==> src/design/pid_controller_antiwindup_macros.svh <==
// assertion helpers shared by the error and output modules
`ifndef PID_CONTROLLER_ANTIWINDUP_MACROS_SVH
`define PID_CONTROLLER_ANTIWINDUP_MACROS_SVH
`ifndef SYNTHESIS
// same-cycle implication, off while reset is held
`define PIDAW_ASSERT_IMP(label, clk, rst_n, ante, cons) \
    label: assert property (@(posedge clk) disable iff (!rst_n) (ante) |-> (cons)) \
        else $error("pidaw: same-cycle check failed");
// next-cycle implication, off while reset is held
`define PIDAW_ASSERT_NXT(label, clk, rst_n, ante, cons) \
    label: assert property (@(posedge clk) disable iff (!rst_n) (ante) |=> (cons)) \
        else $error("pidaw: next-cycle check failed");
`else
`define PIDAW_ASSERT_IMP(label, clk, rst_n, ante, cons)
`define PIDAW_ASSERT_NXT(label, clk, rst_n, ante, cons)
`endif
`endif

==> src/design/pidaw_pkg.sv <==
`default_nettype none
package pidaw_pkg;

    localparam int MEAS_W   = 24;
    localparam int ERR_W    = 25;
    localparam int SUM_W    = 40;
    localparam int OPD_W    = 27;
    localparam int GAIN_W   = 32;
    localparam int DRIVE_W  = 16;
    localparam int QSAT_W   = 18;
    localparam int CFG_IDX_W  = 3;
    localparam int CFG_DATA_W = 32;

    localparam logic [14:0] DRIVE_MAX_RESET = 15'd16000;

    // mode_flags bit positions
    localparam int MODE_INC = 0;
    localparam int MODE_LIM = 1;
    localparam int MODE_SEP = 2;

    // configuration register indexes
    localparam logic [CFG_IDX_W-1:0] REG_GAIN_P    = 3'd0;
    localparam logic [CFG_IDX_W-1:0] REG_GAIN_I    = 3'd1;
    localparam logic [CFG_IDX_W-1:0] REG_GAIN_D    = 3'd2;
    localparam logic [CFG_IDX_W-1:0] REG_SETPOINT  = 3'd3;
    localparam logic [CFG_IDX_W-1:0] REG_SUM_LIMIT = 3'd4;
    localparam logic [CFG_IDX_W-1:0] REG_SEP_LIMIT = 3'd5;
    localparam logic [CFG_IDX_W-1:0] REG_DRIVE_MAX = 3'd6;
    localparam logic [CFG_IDX_W-1:0] REG_MODE      = 3'd7;

    typedef struct packed {
        logic signed [GAIN_W-1:0] gain_p;
        logic signed [GAIN_W-1:0] gain_i;
        logic signed [GAIN_W-1:0] gain_d;
        logic signed [MEAS_W-1:0] setpoint;
        logic [30:0]              sum_limit;
        logic [ERR_W-1:0]         sep_limit;
        logic [14:0]              drive_max;
        logic [2:0]               mode;
    } t_cfg;

    // multiplier operands for the p, i and d terms
    typedef struct packed {
        logic signed [OPD_W-1:0] ap;
        logic signed [SUM_W-1:0] ai;
        logic signed [OPD_W-1:0] ad;
    } t_ops;

endpackage
`default_nettype wire

==> src/design/pidaw_out.sv <==
`default_nettype none
`include "pid_controller_antiwindup_macros.svh"
module pidaw_out (
    input  wire logic             i_clk,
    input  wire logic             i_rst_n,
    input  wire pidaw_pkg::t_cfg  i_cfg,
    input  wire logic             i_valid,
    output logic                  o_ready,
    input  wire logic signed [17:0] i_q,
    output logic                  o_m_tvalid,
    input  wire logic             i_m_tready,
    output logic [15:0]           o_drive,
    output logic                  o_clamped
);
    import pidaw_pkg::*;

    localparam int V_W = QSAT_W + 1;

    logic                      r_ov;
    logic signed [DRIVE_W-1:0] r_drive;
    logic                      r_clamped;
    logic signed [DRIVE_W-1:0] r_held;

    logic                      w_can;
    logic                      w_load;
    logic signed [V_W-1:0]     w_v;
    logic signed [V_W-1:0]     w_max;
    logic signed [DRIVE_W-1:0] w_dmax;
    logic signed [DRIVE_W-1:0] n_drive;
    logic                      n_clamped;

    assign w_can      = !r_ov || i_m_tready;
    assign w_load     = i_valid && w_can;
    assign o_ready    = w_can;
    assign o_m_tvalid = r_ov;
    assign o_drive    = r_drive;
    assign o_clamped  = r_clamped;
    assign w_dmax     = $signed({1'b0, i_cfg.drive_max});

    always_comb begin
        w_max = V_W'(w_dmax);
        w_v   = V_W'(i_q) + (i_cfg.mode[MODE_INC] ? V_W'(r_held) : V_W'(0));
        priority if (w_v > w_max) begin
            n_drive   = w_dmax;
            n_clamped = 1'b1;
        end else if (w_v < -w_max) begin
            n_drive   = -w_dmax;
            n_clamped = 1'b1;
        end else begin
            n_drive   = DRIVE_W'(w_v);
            n_clamped = 1'b0;
        end
    end

    always_ff @(posedge i_clk) begin
        if (!i_rst_n) begin
            r_ov   <= 1'b0;
            r_held <= '0;
        end else begin
            if (w_can) begin
                r_ov <= i_valid;
            end
            if (w_load) begin
                r_held <= n_drive;
            end
        end
    end

    always_ff @(posedge i_clk) begin
        if (w_load) begin
            r_drive   <= n_drive;
            r_clamped <= n_clamped;
        end
    end

    `PIDAW_ASSERT_IMP(a_drive_in_range, i_clk, i_rst_n, r_ov, (r_drive <= w_dmax) && (r_drive >= -w_dmax))
    `PIDAW_ASSERT_IMP(a_clamp_at_edge, i_clk, i_rst_n, r_ov && r_clamped, (r_drive == w_dmax) || (r_drive == -w_dmax))
    `PIDAW_ASSERT_IMP(a_held_tracks_out, i_clk, i_rst_n, r_ov, r_held == r_drive)

endmodule
`default_nettype wire
==> config.mk <==
export PLATFORM = sky130hd
export DESIGN_NAME = pidaw_out
export DESIGN_NICKNAME = d
export VERILOG_FILES = /design/src/design/pidaw_pkg.sv /design/src/design/pidaw_out.sv
export VERILOG_INCLUDE_DIRS = /design/src /design/src/design
export SDC_FILE = /design/constraint.sdc
export NUM_CORES = 1
export LEC_CHECK = 0
export ABC_CLOCK_PERIOD_IN_PS = 5450
export BUFFER_PORTS_ARGS = -buffer_cell sky130_fd_sc_hd__buf_2
export CAP_MARGIN = 5
export CORE_MARGIN = 4
export CORE_UTILIZATION = 45
export DETAILED_ROUTE_END_ITERATION = 8
export PLACE_DENSITY = 0.83
export SYNTH_ARGS = -nofsm -noshare
export SYNTH_HDL_FRONTEND = slang
export SYNTH_SLANG_ARGS = --single-unit
==> constraint.sdc <==
create_clock -name i_clk -period 5.45 [get_ports i_clk]
set_input_delay 0.2725 -clock i_clk [delete_from_list [all_inputs] [get_ports i_clk]]
set_output_delay 0.2725 -clock i_clk [all_outputs]
set_load 0.02 [all_outputs]
==> results.py <==
metrics = {
    "outcome": {
        "status": "completed",
    },
    "routing": {
        "drtIter0Drc": 225,
        "drc": 0,
        "ant_nets": 0,
        "num_vias": 3831,
        "avgRoutedWirePerCell_um": 17.52,
        "finalWirelength_um": 11020,
        "dr.pass1.iters": 5,
        "avgViaCountPerCell": 6.091,
    },
    "final_layout": {
        "design_area_sq_um": 4334,
        "nFillCells": 802,
        "drive_gt1_share_pct": 18.13,
        "antenna_cells": 0,
        "finalNonFillerCells": 629,
        "finalCoreUtilization_pct": 51.97,
        "area_growth_pct": 11.10,
        "multi_input_area_sq_um": 2830,
        "ff_latch_area_sq_um": 850.8,
        "final_cell_mix": "buf_2, ha_1, a21oi_1, inv_1, nor2_1",
        "final_common_cell": "buf_2",
        "fin_nets": 787,
    },
    "worst_hold_path": {
        "hold_class": "input pin to flop",
    },
    "clock_network": {
        "worst_skew_pair.late_latency_ps": 290,
        "cts_buffers": 5,
        "post_cts_buffers": 0,
        "htreeDepth": 2,
        "cts_tree": "done",
        "cts_repair_resize_count": 0,
        "clkTransAtPathRegs_ps": 70,
        "cts_root_buf": "clkbuf_8",
        "cts.sinks": 34,
        "clock_path_buffers": 2,
        "hold_buffers": 0,
    },
    "global_routing": {
        "grt_max_degree": 38,
        "grt_pass1_vias": 3747,
        "antenna_found_initial": 0,
        "gr-total-overflow": 0,
        "grt.total_usage_pct": 21.57,
        "grt_pass1_wl_um": 17800,
    },
    "timing": {
        "min_period_over_period_pct": 91.81,
        "rsz0062_at_grt": "no",
        "finalSetupViolations": 0,
        "final.min_clock_period_ps": 5003,
        "finalHoldViolCount": 0,
        "clock.fmax_mhz": 199.9,
        "skew_ps": 6.362,
        "tns_ps": 0,
        "maxSlewHeadroom_pct": 19.93,
        "tightest_slew_ps": 1200,
        "maxSlewViolCount": 0,
    },
    "synth": {
        "syn-instance-count": 477,
        "syn-cell-area_sq_um": 3901,
        "yosys_warnings": 0,
        "yosys.area.top_type": "ha_1",
        "synthArstFlopShare_pct": 0,
        "yosys-top-cells-area": "ha_1, edfxtp_1, dfxtp_1",
        "avgSynthCellArea_sq_um": 8.179,
        "synth_edf_count": 17,
        "syn-num-nets": 741,
        "yosys_register_bits": 34,
        "yosysSeqAreaShare_pct": 21.81,
        "yosys.area.top_type_share_pct": 15.07,
        "synth_ff_type": "edfxtp_1",
        "yosysUniqueCellTypes": 72,
    },
    "die": {
        "die_h_um": 101.1,
        "die_area_sq_um": 10220,
        "ioPinCount": 235,
        "core_area_sq_um": 8341,
        "initial_core_util_pct": 46.77,
        "rows": 33,
        "die_w_um": 101.1,
    },
    "power": {
        "peakVddDrop_v": 0.0001727,
        "p_total_mw": 1.076,
        "power.density_nw_per_um2": 248.3,
        "power_leakage_nw": 1.978,
    },
    "critical_path": {
        "cp-start-kind": "flop",
        "cp_max_fo": 12,
        "setup.worst_path.class": "flop to flop",
        "crit_arrival_ps": 5040,
        "end_kind": "flop",
        "crit_required_ps": 5480,
    },
    "place": {
        "gp_congestion": 0.9284,
        "place_hpwl_um": 8889,
        "port_buffers": 56,
        "dpl_cell_area_sq_um": 4239,
        "place_inst": 621,
    },
    "run": {
        "cap_violations": 0,
    },
}
==> metal layers <==
| metal | GRT usage, % | vias to the layer above | share of wire, % |
|---|---|---|---|
| met5 | 0 | - | 0 |
| met2 | 35.21 | 164 | 47 |
| met3 | 3.253 | 42 | 6.1 |
| met4 | 10.12 | 0 | 5.1 |
| met1 | 27.91 | 1774 | 42 |
| li1 | - | 1851 | - |
==> cell usage after synthesis (13+ instances only) <==
| cell type | instances |
|---|---|
| clkbuf_1 | 13 |
| dfxtp_1 | 17 |
| nor2_1 | 33 |
| a21oi_1 | 35 |
| xnor2_1 | 17 |
| nand2_1 | 31 |
| ha_1 | 47 |
| inv_1 | 34 |
| edfxtp_1 | 17 |
| and2_1 | 19 |
| o21ai_0 | 25 |
| nand3_1 | 21 |
==> report_power, final <==
group	internal [mW]	total [mW]	switching, mW
logic	0.218	0.552	0.333
registers	0.313	0.323	0.0107
clock network	0.102	0.201	0.0996
total	0.633	1.08	0.443
==> kinds of logic (layout without fill, tap and decap cells) <==
group           after synthesis  in the layout  synth area share, %
mux                          12             12                3.303
fa+ha+maj                    49             49                15.88
simple gates                160            160                21.68
xor+xnor                     22             22                4.939
compound gates              146            146                26.62
buf+inv                      54            101                5.773
flops                        34             34                21.81
==> area by class of cell <==
class                   instances  area share [%]
multi-input cells             389           65.30
flip-flops and latches         34           19.63
repair buffers                 58           6.813
inverters                      35           3.031
well taps                     105           3.031
clock buffers                   6           1.905
clock inverters                 2          0.2887
==> sequential cells by signal, indices dropped and copies added, names as in the netlist <==
register,flops
o_clamped,1
o_drive,16
o_m_tvalid,1
r_held,16
==> metrics by stage <==
| stage | hold slack (ps) | setup WS (ps) |
|---|---|---|
| floorplan | 411.4 | 1056 |
| global placement | 460.0 | 399.9 |
| detailed placement | 469.0 | 335.1 |
| CTS | 245.9 | 500.0 |
| global route | 263.9 | 106.6 |
| finish | 242.3 | 446.5 |
==> critical path: stages, from the launching register on <==
cell	delay, ps
dfxtp_1	320
and2_1	140
ha_1	210
fa_1	430
a211oi_1	370
o211ai_1	300
a211oi_1	390
nor2_1	140
ha_1	330
a21o_1	180
a21o_1	170
a21o_1	170
a21oi_1	190
o211ai_2	120
maj3_2	380
o21ai_2	140
buf_4	240
mux2_2	370
nor2_1	100
a21oi_1	50
==> final timing paths <==
path	from	to	slack [ps]	cells after the start
hold / removal	i_valid	o_m_tvalid	240	3
setup / recovery	r_held[0]	o_drive[11]	450	19
hold reg to reg	r_held[1]	r_held[1]	480	1
setup reg to reg	r_held[0]	o_drive[11]	450	19
Note: power is estimated with default switching activity, not from simulation.
