$ cat src/design/pid_controller_antiwindup_macros.svh
// assertion helpers shared by the error and output modules
`ifndef PID_CONTROLLER_ANTIWINDUP_MACROS_SVH
`define PID_CONTROLLER_ANTIWINDUP_MACROS_SVH
`ifndef SYNTHESIS
// same-cycle implication, off while reset is held
`define PIDAW_ASSERT_IMP(label, clk, rst_n, ante, cons) \
    label: assert property (@(posedge clk) disable iff (!rst_n) (ante) |-> (cons)) \
        else $error("pidaw: same-cycle check failed");
// next-cycle implication, off while reset is held
`define PIDAW_ASSERT_NXT(label, clk, rst_n, ante, cons) \
    label: assert property (@(posedge clk) disable iff (!rst_n) (ante) |=> (cons)) \
        else $error("pidaw: next-cycle check failed");
`else
`define PIDAW_ASSERT_IMP(label, clk, rst_n, ante, cons)
`define PIDAW_ASSERT_NXT(label, clk, rst_n, ante, cons)
`endif
`endif

$ cat src/design/pidaw_pkg.sv
`default_nettype none
package pidaw_pkg;

    localparam int MEAS_W   = 24;
    localparam int ERR_W    = 25;
    localparam int SUM_W    = 40;
    localparam int OPD_W    = 27;
    localparam int GAIN_W   = 32;
    localparam int DRIVE_W  = 16;
    localparam int QSAT_W   = 18;
    localparam int CFG_IDX_W  = 3;
    localparam int CFG_DATA_W = 32;

    localparam logic [14:0] DRIVE_MAX_RESET = 15'd16000;

    // mode_flags bit positions
    localparam int MODE_INC = 0;
    localparam int MODE_LIM = 1;
    localparam int MODE_SEP = 2;

    // configuration register indexes
    localparam logic [CFG_IDX_W-1:0] REG_GAIN_P    = 3'd0;
    localparam logic [CFG_IDX_W-1:0] REG_GAIN_I    = 3'd1;
    localparam logic [CFG_IDX_W-1:0] REG_GAIN_D    = 3'd2;
    localparam logic [CFG_IDX_W-1:0] REG_SETPOINT  = 3'd3;
    localparam logic [CFG_IDX_W-1:0] REG_SUM_LIMIT = 3'd4;
    localparam logic [CFG_IDX_W-1:0] REG_SEP_LIMIT = 3'd5;
    localparam logic [CFG_IDX_W-1:0] REG_DRIVE_MAX = 3'd6;
    localparam logic [CFG_IDX_W-1:0] REG_MODE      = 3'd7;

    typedef struct packed {
        logic signed [GAIN_W-1:0] gain_p;
        logic signed [GAIN_W-1:0] gain_i;
        logic signed [GAIN_W-1:0] gain_d;
        logic signed [MEAS_W-1:0] setpoint;
        logic [30:0]              sum_limit;
        logic [ERR_W-1:0]         sep_limit;
        logic [14:0]              drive_max;
        logic [2:0]               mode;
    } t_cfg;

    // multiplier operands for the p, i and d terms
    typedef struct packed {
        logic signed [OPD_W-1:0] ap;
        logic signed [SUM_W-1:0] ai;
        logic signed [OPD_W-1:0] ad;
    } t_ops;

endpackage
`default_nettype wire

$ cat src/design/pidaw_err.sv
`default_nettype none
`include "pid_controller_antiwindup_macros.svh"
module pidaw_err (
    input  wire logic             i_clk,
    input  wire logic             i_rst_n,
    input  wire pidaw_pkg::t_cfg  i_cfg,
    input  wire logic             i_valid,
    output logic                  o_ready,
    input  wire logic [23:0]      i_meas,
    output logic                  o_valid,
    input  wire logic             i_ready,
    output pidaw_pkg::t_ops       o_ops
);
    import pidaw_pkg::*;

    logic                    r_v1;
    logic signed [MEAS_W-1:0] r_meas;
    logic                    r_v2;
    t_ops                    r_ops;

    logic signed [SUM_W-1:0] r_error_sum;
    logic signed [ERR_W-1:0] r_prev;
    logic signed [ERR_W-1:0] r_pprev;

    logic                    w_can1;
    logic                    w_can2;
    logic                    w_load;

    logic signed [ERR_W-1:0] w_e;
    logic [ERR_W-1:0]        w_abs_e;
    logic [SUM_W-1:0]        w_abs_es;
    logic signed [SUM_W:0]   w_sum;
    logic signed [SUM_W:0]   w_lim;
    logic                    w_same;
    logic                    w_sep_skip;
    logic signed [SUM_W-1:0] n_error_sum;
    logic signed [ERR_W:0]   w_d1;
    logic signed [OPD_W-1:0] w_d2;
    t_ops                    n_ops;

    assign w_can2  = !r_v2 || i_ready;
    assign w_can1  = !r_v1 || w_can2;
    assign w_load  = r_v1 && w_can2;
    assign o_ready = w_can1;
    assign o_valid = r_v2;
    assign o_ops   = r_ops;

    always_comb begin
        w_e      = ERR_W'($signed(i_cfg.setpoint)) - ERR_W'($signed(r_meas));
        w_abs_e  = w_e[ERR_W-1] ? ERR_W'(-w_e) : ERR_W'(w_e);
        w_abs_es = r_error_sum[SUM_W-1] ? SUM_W'(-r_error_sum) : SUM_W'(r_error_sum);
        w_sum    = (SUM_W+1)'(r_error_sum) + (SUM_W+1)'(w_e);
        w_lim    = $signed({(SUM_W+1-31)'(0), i_cfg.sum_limit});
        w_same   = (!r_error_sum[SUM_W-1] && r_error_sum != '0 && !w_e[ERR_W-1] && w_e != '0)
                || (r_error_sum[SUM_W-1] && w_e[ERR_W-1]);
        w_sep_skip = i_cfg.mode[MODE_SEP] && (w_abs_e >= i_cfg.sep_limit);

        n_error_sum = r_error_sum;
        if (!i_cfg.mode[MODE_INC] && !w_sep_skip) begin
            if (i_cfg.mode[MODE_LIM]) begin
                if (!((w_abs_es >= SUM_W'(i_cfg.sum_limit)) && w_same)) begin
                    priority if (w_sum > w_lim) begin
                        n_error_sum = SUM_W'(w_lim);
                    end else if (w_sum < -w_lim) begin
                        n_error_sum = SUM_W'(-w_lim);
                    end else begin
                        n_error_sum = SUM_W'(w_sum);
                    end
                end
            end else begin
                // saturate at the accumulator range
                if (w_sum[SUM_W] != w_sum[SUM_W-1]) begin
                    n_error_sum = {w_sum[SUM_W], {(SUM_W-1){!w_sum[SUM_W]}}};
                end else begin
                    n_error_sum = SUM_W'(w_sum);
                end
            end
        end

        w_d1 = (ERR_W+1)'(w_e) - (ERR_W+1)'(r_prev);
        w_d2 = OPD_W'(w_e) - (OPD_W'(r_prev) <<< 1) + OPD_W'(r_pprev);

        if (i_cfg.mode[MODE_INC]) begin
            n_ops.ap = OPD_W'(w_d1);
            n_ops.ai = SUM_W'(w_e);
            n_ops.ad = w_d2;
        end else begin
            n_ops.ap = OPD_W'(w_e);
            n_ops.ai = n_error_sum;
            n_ops.ad = OPD_W'(w_d1);
        end
    end

    always_ff @(posedge i_clk) begin
        if (!i_rst_n) begin
            r_v1        <= 1'b0;
            r_v2        <= 1'b0;
            r_error_sum <= '0;
            r_prev      <= '0;
            r_pprev     <= '0;
        end else begin
            if (w_can1) begin
                r_v1 <= i_valid;
            end
            if (w_can2) begin
                r_v2 <= r_v1;
            end
            if (w_load) begin
                r_error_sum <= n_error_sum;
                r_prev      <= w_e;
                if (i_cfg.mode[MODE_INC]) begin
                    r_pprev <= r_prev;
                end
            end
        end
    end

    always_ff @(posedge i_clk) begin
        if (w_can1 && i_valid) begin
            r_meas <= i_meas;
        end
        if (w_load) begin
            r_ops <= n_ops;
        end
    end

    `PIDAW_ASSERT_NXT(a_inc_keeps_sum, i_clk, i_rst_n, w_load && i_cfg.mode[MODE_INC], r_error_sum == $past(r_error_sum))
    `PIDAW_ASSERT_NXT(a_pos_keeps_pprev, i_clk, i_rst_n, w_load && !i_cfg.mode[MODE_INC], r_pprev == $past(r_pprev))
    `PIDAW_ASSERT_IMP(a_stage_order, i_clk, i_rst_n, r_v2 && !i_ready, !w_load)

endmodule
`default_nettype wire

$ cat config.mk
export PLATFORM = sky130hd
export DESIGN_NAME = pidaw_err
export DESIGN_NICKNAME = d
export VERILOG_FILES = /design/src/design/pidaw_pkg.sv /design/src/design/pidaw_err.sv
export VERILOG_INCLUDE_DIRS = /design/src /design/src/design
export SDC_FILE = /design/constraint.sdc
export NUM_CORES = 1
export LEC_CHECK = 0
export BUFFER_PORTS_ARGS = -buffer_cell sky130_fd_sc_hd__buf_2
export CORE_ASPECT_RATIO = 1.4
export CORE_UTILIZATION = 60
export DETAILED_ROUTE_END_ITERATION = 10
export GPL_TIMING_DRIVEN = 1
export PLACE_DENSITY = 0.94
export RECOVER_POWER = 100
export SLEW_MARGIN = 15
export SYNTH_ARGS = -nofsm -noshare
export SYNTH_HDL_FRONTEND = slang
export SYNTH_SLANG_ARGS = --single-unit
$ cat constraint.sdc
create_clock -name i_clk -period 10.1 [get_ports i_clk]
set_input_delay 1.515 -clock i_clk [delete_from_list [all_inputs] [get_ports i_clk]]
set_output_delay 1.515 -clock i_clk [all_outputs]
set_load 0.01 [all_outputs]
==> results_dict.tcl <==
set metrics [dict create \
    drc 0 \
    grt_pass1_vias 21800 \
    synth_top_area_share 0.162 \
    tns_ns 0 \
    synthTopCellsByArea "edfxtp_1, ha_1, dfxtp_1" \
    dp_hpwl_mm 57.9 \
    synthTopCellsByCount "nand2_1, ha_1, a21oi_1, inv_1, nor2_1" \
    drv_slew 240 \
    gp_congestion 1.06 \
    worstReg2RegEnd "o_ops[41]$_DFFE_PP_" \
    area_delta_synth_final_pct 11.7 \
    critPathLaunchType "input port" \
    regToRegStartpoint "r_meas[0]$_DFFE_PP_" \
    syn_avg_cell_area_um2 8.19 \
    first_pass_iters 8 \
    fmax_ghz 0.103 \
    worst-r2r-setup-slack_ns 1.12 \
    ys_seq_area_frac 0.247 \
    cts_inserted_buffers 22 \
    rr_worst_depth 32 \
    setup_ws_ns 0.368 \
    clockBufferDepth 3 \
    synth_edf_count 117 \
    period_share 0.964 \
    drive_above_1_share 0.106 \
    antenna_left 0 \
    fin_skew_ns 0.0320 \
    start_util 0.614 \
    drt-vias-per-instance 6.71 \
    synthCells 2643 \
    overflow 0 \
    num_vias 22500 \
    violations "capacitance limit, slew limit" \
    required_ns 10.40 \
    setup_viol 0 \
    wire_per_inst_um 22.5 \
    grt_pass1_wl_mm 116 \
    max-vdd-ir-drop_mv 0.159 \
    cpMaxStageDelayCell "a2111oi_1" \
    core_area_um2 35300 \
    dp_cells 3312 \
    asyncSetResetFlopFracSynth 0 \
    clock-root-buffer "clkbuf_16" \
    finalHoldViolCount 0 \
    critical_path.max_fanout 8 \
    critPathTopFamily "compound AO/OA/AOI/OAI gates" \
    power.density_nw_per_um2 189 \
    yosysUniqueCellTypes 94 \
    clk_latency_ns 0.56 \
    fin_crit_ns 9.73 \
    yosysMostFrequentCell "nand2_1" \
    ios 318 \
    cts_hold_buf 0 \
    dieArea_um2 36900 \
    track_usage 0.403 \
    worst_hold_path_type "flop to flop" \
    leakagePower_uw 0.0107 \
    worst-setup-path-type "input port to flop" \
    cp_num_buf_inv 6 \
    place_ws_ns 0.0280 \
    htreeDepth 1 \
    portBuffers 206 \
    syn-num-nets 3141 \
    p_total_uw 4580 \
    status "finished, violations left" \
    clkTransAtPathRegs_ns 0.07 \
    end_kind "flop" \
    nNetsFinal 3378 \
    critPathMaxStageDelay_ns 0.62 \
    clock_sinks 209 \
    tightest_slew_ns 3.58 \
    drt-initial-drc-count 2676 \
    fin_util 0.686 \
    grt_max_degree 70 \
    dieWidth_um 163 \
    yosys_most_used_dff "edfxtp_1" \
    drv_cap 5 \
    cts_tree "yes" \
    rows 81 \
    synth_top_cell_by_area "edfxtp_1" \
    ys_ff_latch 209 \
    wl_mm 75.5 \
    fin_cells 3353 \
    rsz0062_at_grt "false" \
    nFillCells 2787 \
    min_path_cells 2 \
    die_y_um 227 \
    hp-start "r_prev[8]$_SDFFE_PN0P_" \
    grt_antenna_before_repair 1 \
    cpMostUsedCell "inv_1" \
    synth_area_um2 21600 \
    yosysWarnings 0 \
    arrival_ns 10.03 \
    slew-limit-headroom -1.38 \
    worstHoldEndpoint "r_pprev[8]$_SDFFE_PN0P_" \
]
[cell type report]
type	instances	area [µm²]	area share
Timing Repair Buffer	318	1740	0.0717
Antenna cell	1	2.50	0.000103
Sequential cell	209	5360	0.221
Tap cell	456	571	0.0236
Clock inverter	13	138	0.00569
Multi-Input combinational cell	2131	15100	0.623
Inverter	198	746	0.0308
Clock buffer	27	579	0.0239
[repair_timing]
| action | in CTS | in global routing |
|---|---|---|
| setup buffers | 0 | 0 |
| resized for setup | 0 | 3 |
| setup endpoints to repair | 0 | 24 |
| endpoints found under the hold margin | 0 | 0 |
[through the flow]
step / area [µm²] / hold WS [ns]
3_3_place_gp: 23700 / 0.459
4_1_cts: 24400 / 0.483
2_1_floorplan: 21600 / 0.448
6_report: 24200 / 0.482
5_1_grt: 24200 / 0.508
3_5_place_dp: 23700 / 0.481
[kinds of logic after synthesis]
family,Yosys count,synth area share
flops,209,0.247
fa+ha+maj,277,0.170
compound gates,820,0.254
simple gates,815,0.179
mux,61,0.0298
xor+xnor,158,0.0639
buf+inv,303,0.0565
[flip-flops by register name, indices dropped and copies added (netlist names)]
signal	flops
r_pprev	25
r_meas	24
r_prev	25
o_ops	93
r_error_sum	40
r_v1	1
o_valid	1
[layer usage]
metal | part of all wire | track usage | routed length, µm
met3 | 0.10 | 0.0589 | 7690
met5 | 0 | 0 | 0
met2 | 0.46 | 0.668 | 34900
met4 | 0.069 | 0.265 | 5220
met1 | 0.37 | 0.483 | 27600
[layout by cell type, fill, tap and decap left out, types with 15 or more instances in the layout]
cell       instances
nand2_1          301
o211ai_1          28
fa_1              28
o21ai_0          161
buf_2            108
edfxtp_1         117
a21boi_0          50
and3_1            22
a31oi_1           29
o211a_1           15
o21a_1            38
o31ai_1           21
buf_4             87
inv_1            196
nand4_1           36
and2_1            18
nor3_1            65
nor4_1            19
nor2_1           180
xnor2_1          119
o221a_2           15
xor2_1            38
mux2_2            18
a21o_1            84
clkbuf_16         22
dfxtp_1           92
a21oi_1          210
clkbuf_1         119
nand2b_1          28
a211oi_1          24
ha_1             248
mux2i_1           33
nand3_1           49
nor2b_1           32
[power breakdown]
part	leakage [µW]	switching (µW)	internal, µW
Clock	0.000348	373	463
Sequential	0.00186	57.9	1020
Combinational	0.00849	1630	1030
Total	0.0107	2060	2520
[worst register-to-register path, delay by kind of cell, from the launching register on]
kind,cells,cell delay [ns]
fa+ha+maj,5,1.55
compound gates,15,4.33
buf+inv,4,0.80
flops,1,0.37
mux,2,0.41
xor+xnor,1,0.28
simple gates,5,0.94
[how the worst max path moves through the flow]
| stage | start | endpoint | slack, ns | cells after the start |
|---|---|---|---|---|
| 6_report | i_cfg[74] | o_ops[41]$_DFFE_PP_ | 0.37 | 34 |
| 5_1_grt | i_cfg[74] | o_ops[49]$_DFFE_PP_ | 0.02 | 36 |
| 4_1_cts | i_cfg[74] | o_ops[48]$_DFFE_PP_ | 0.50 | 36 |
| 3_5_place_dp | i_cfg[74] | o_ops[48]$_DFFE_PP_ | 0.03 | 36 |
| 3_3_place_gp | i_cfg[74] | o_ops[48]$_DFFE_PP_ | 0.23 | 36 |
| 2_1_floorplan | i_cfg[74] | o_ops[36]$_DFFE_PP_ | 0.83 | 38 |
(Power assumes the default switching activity.)
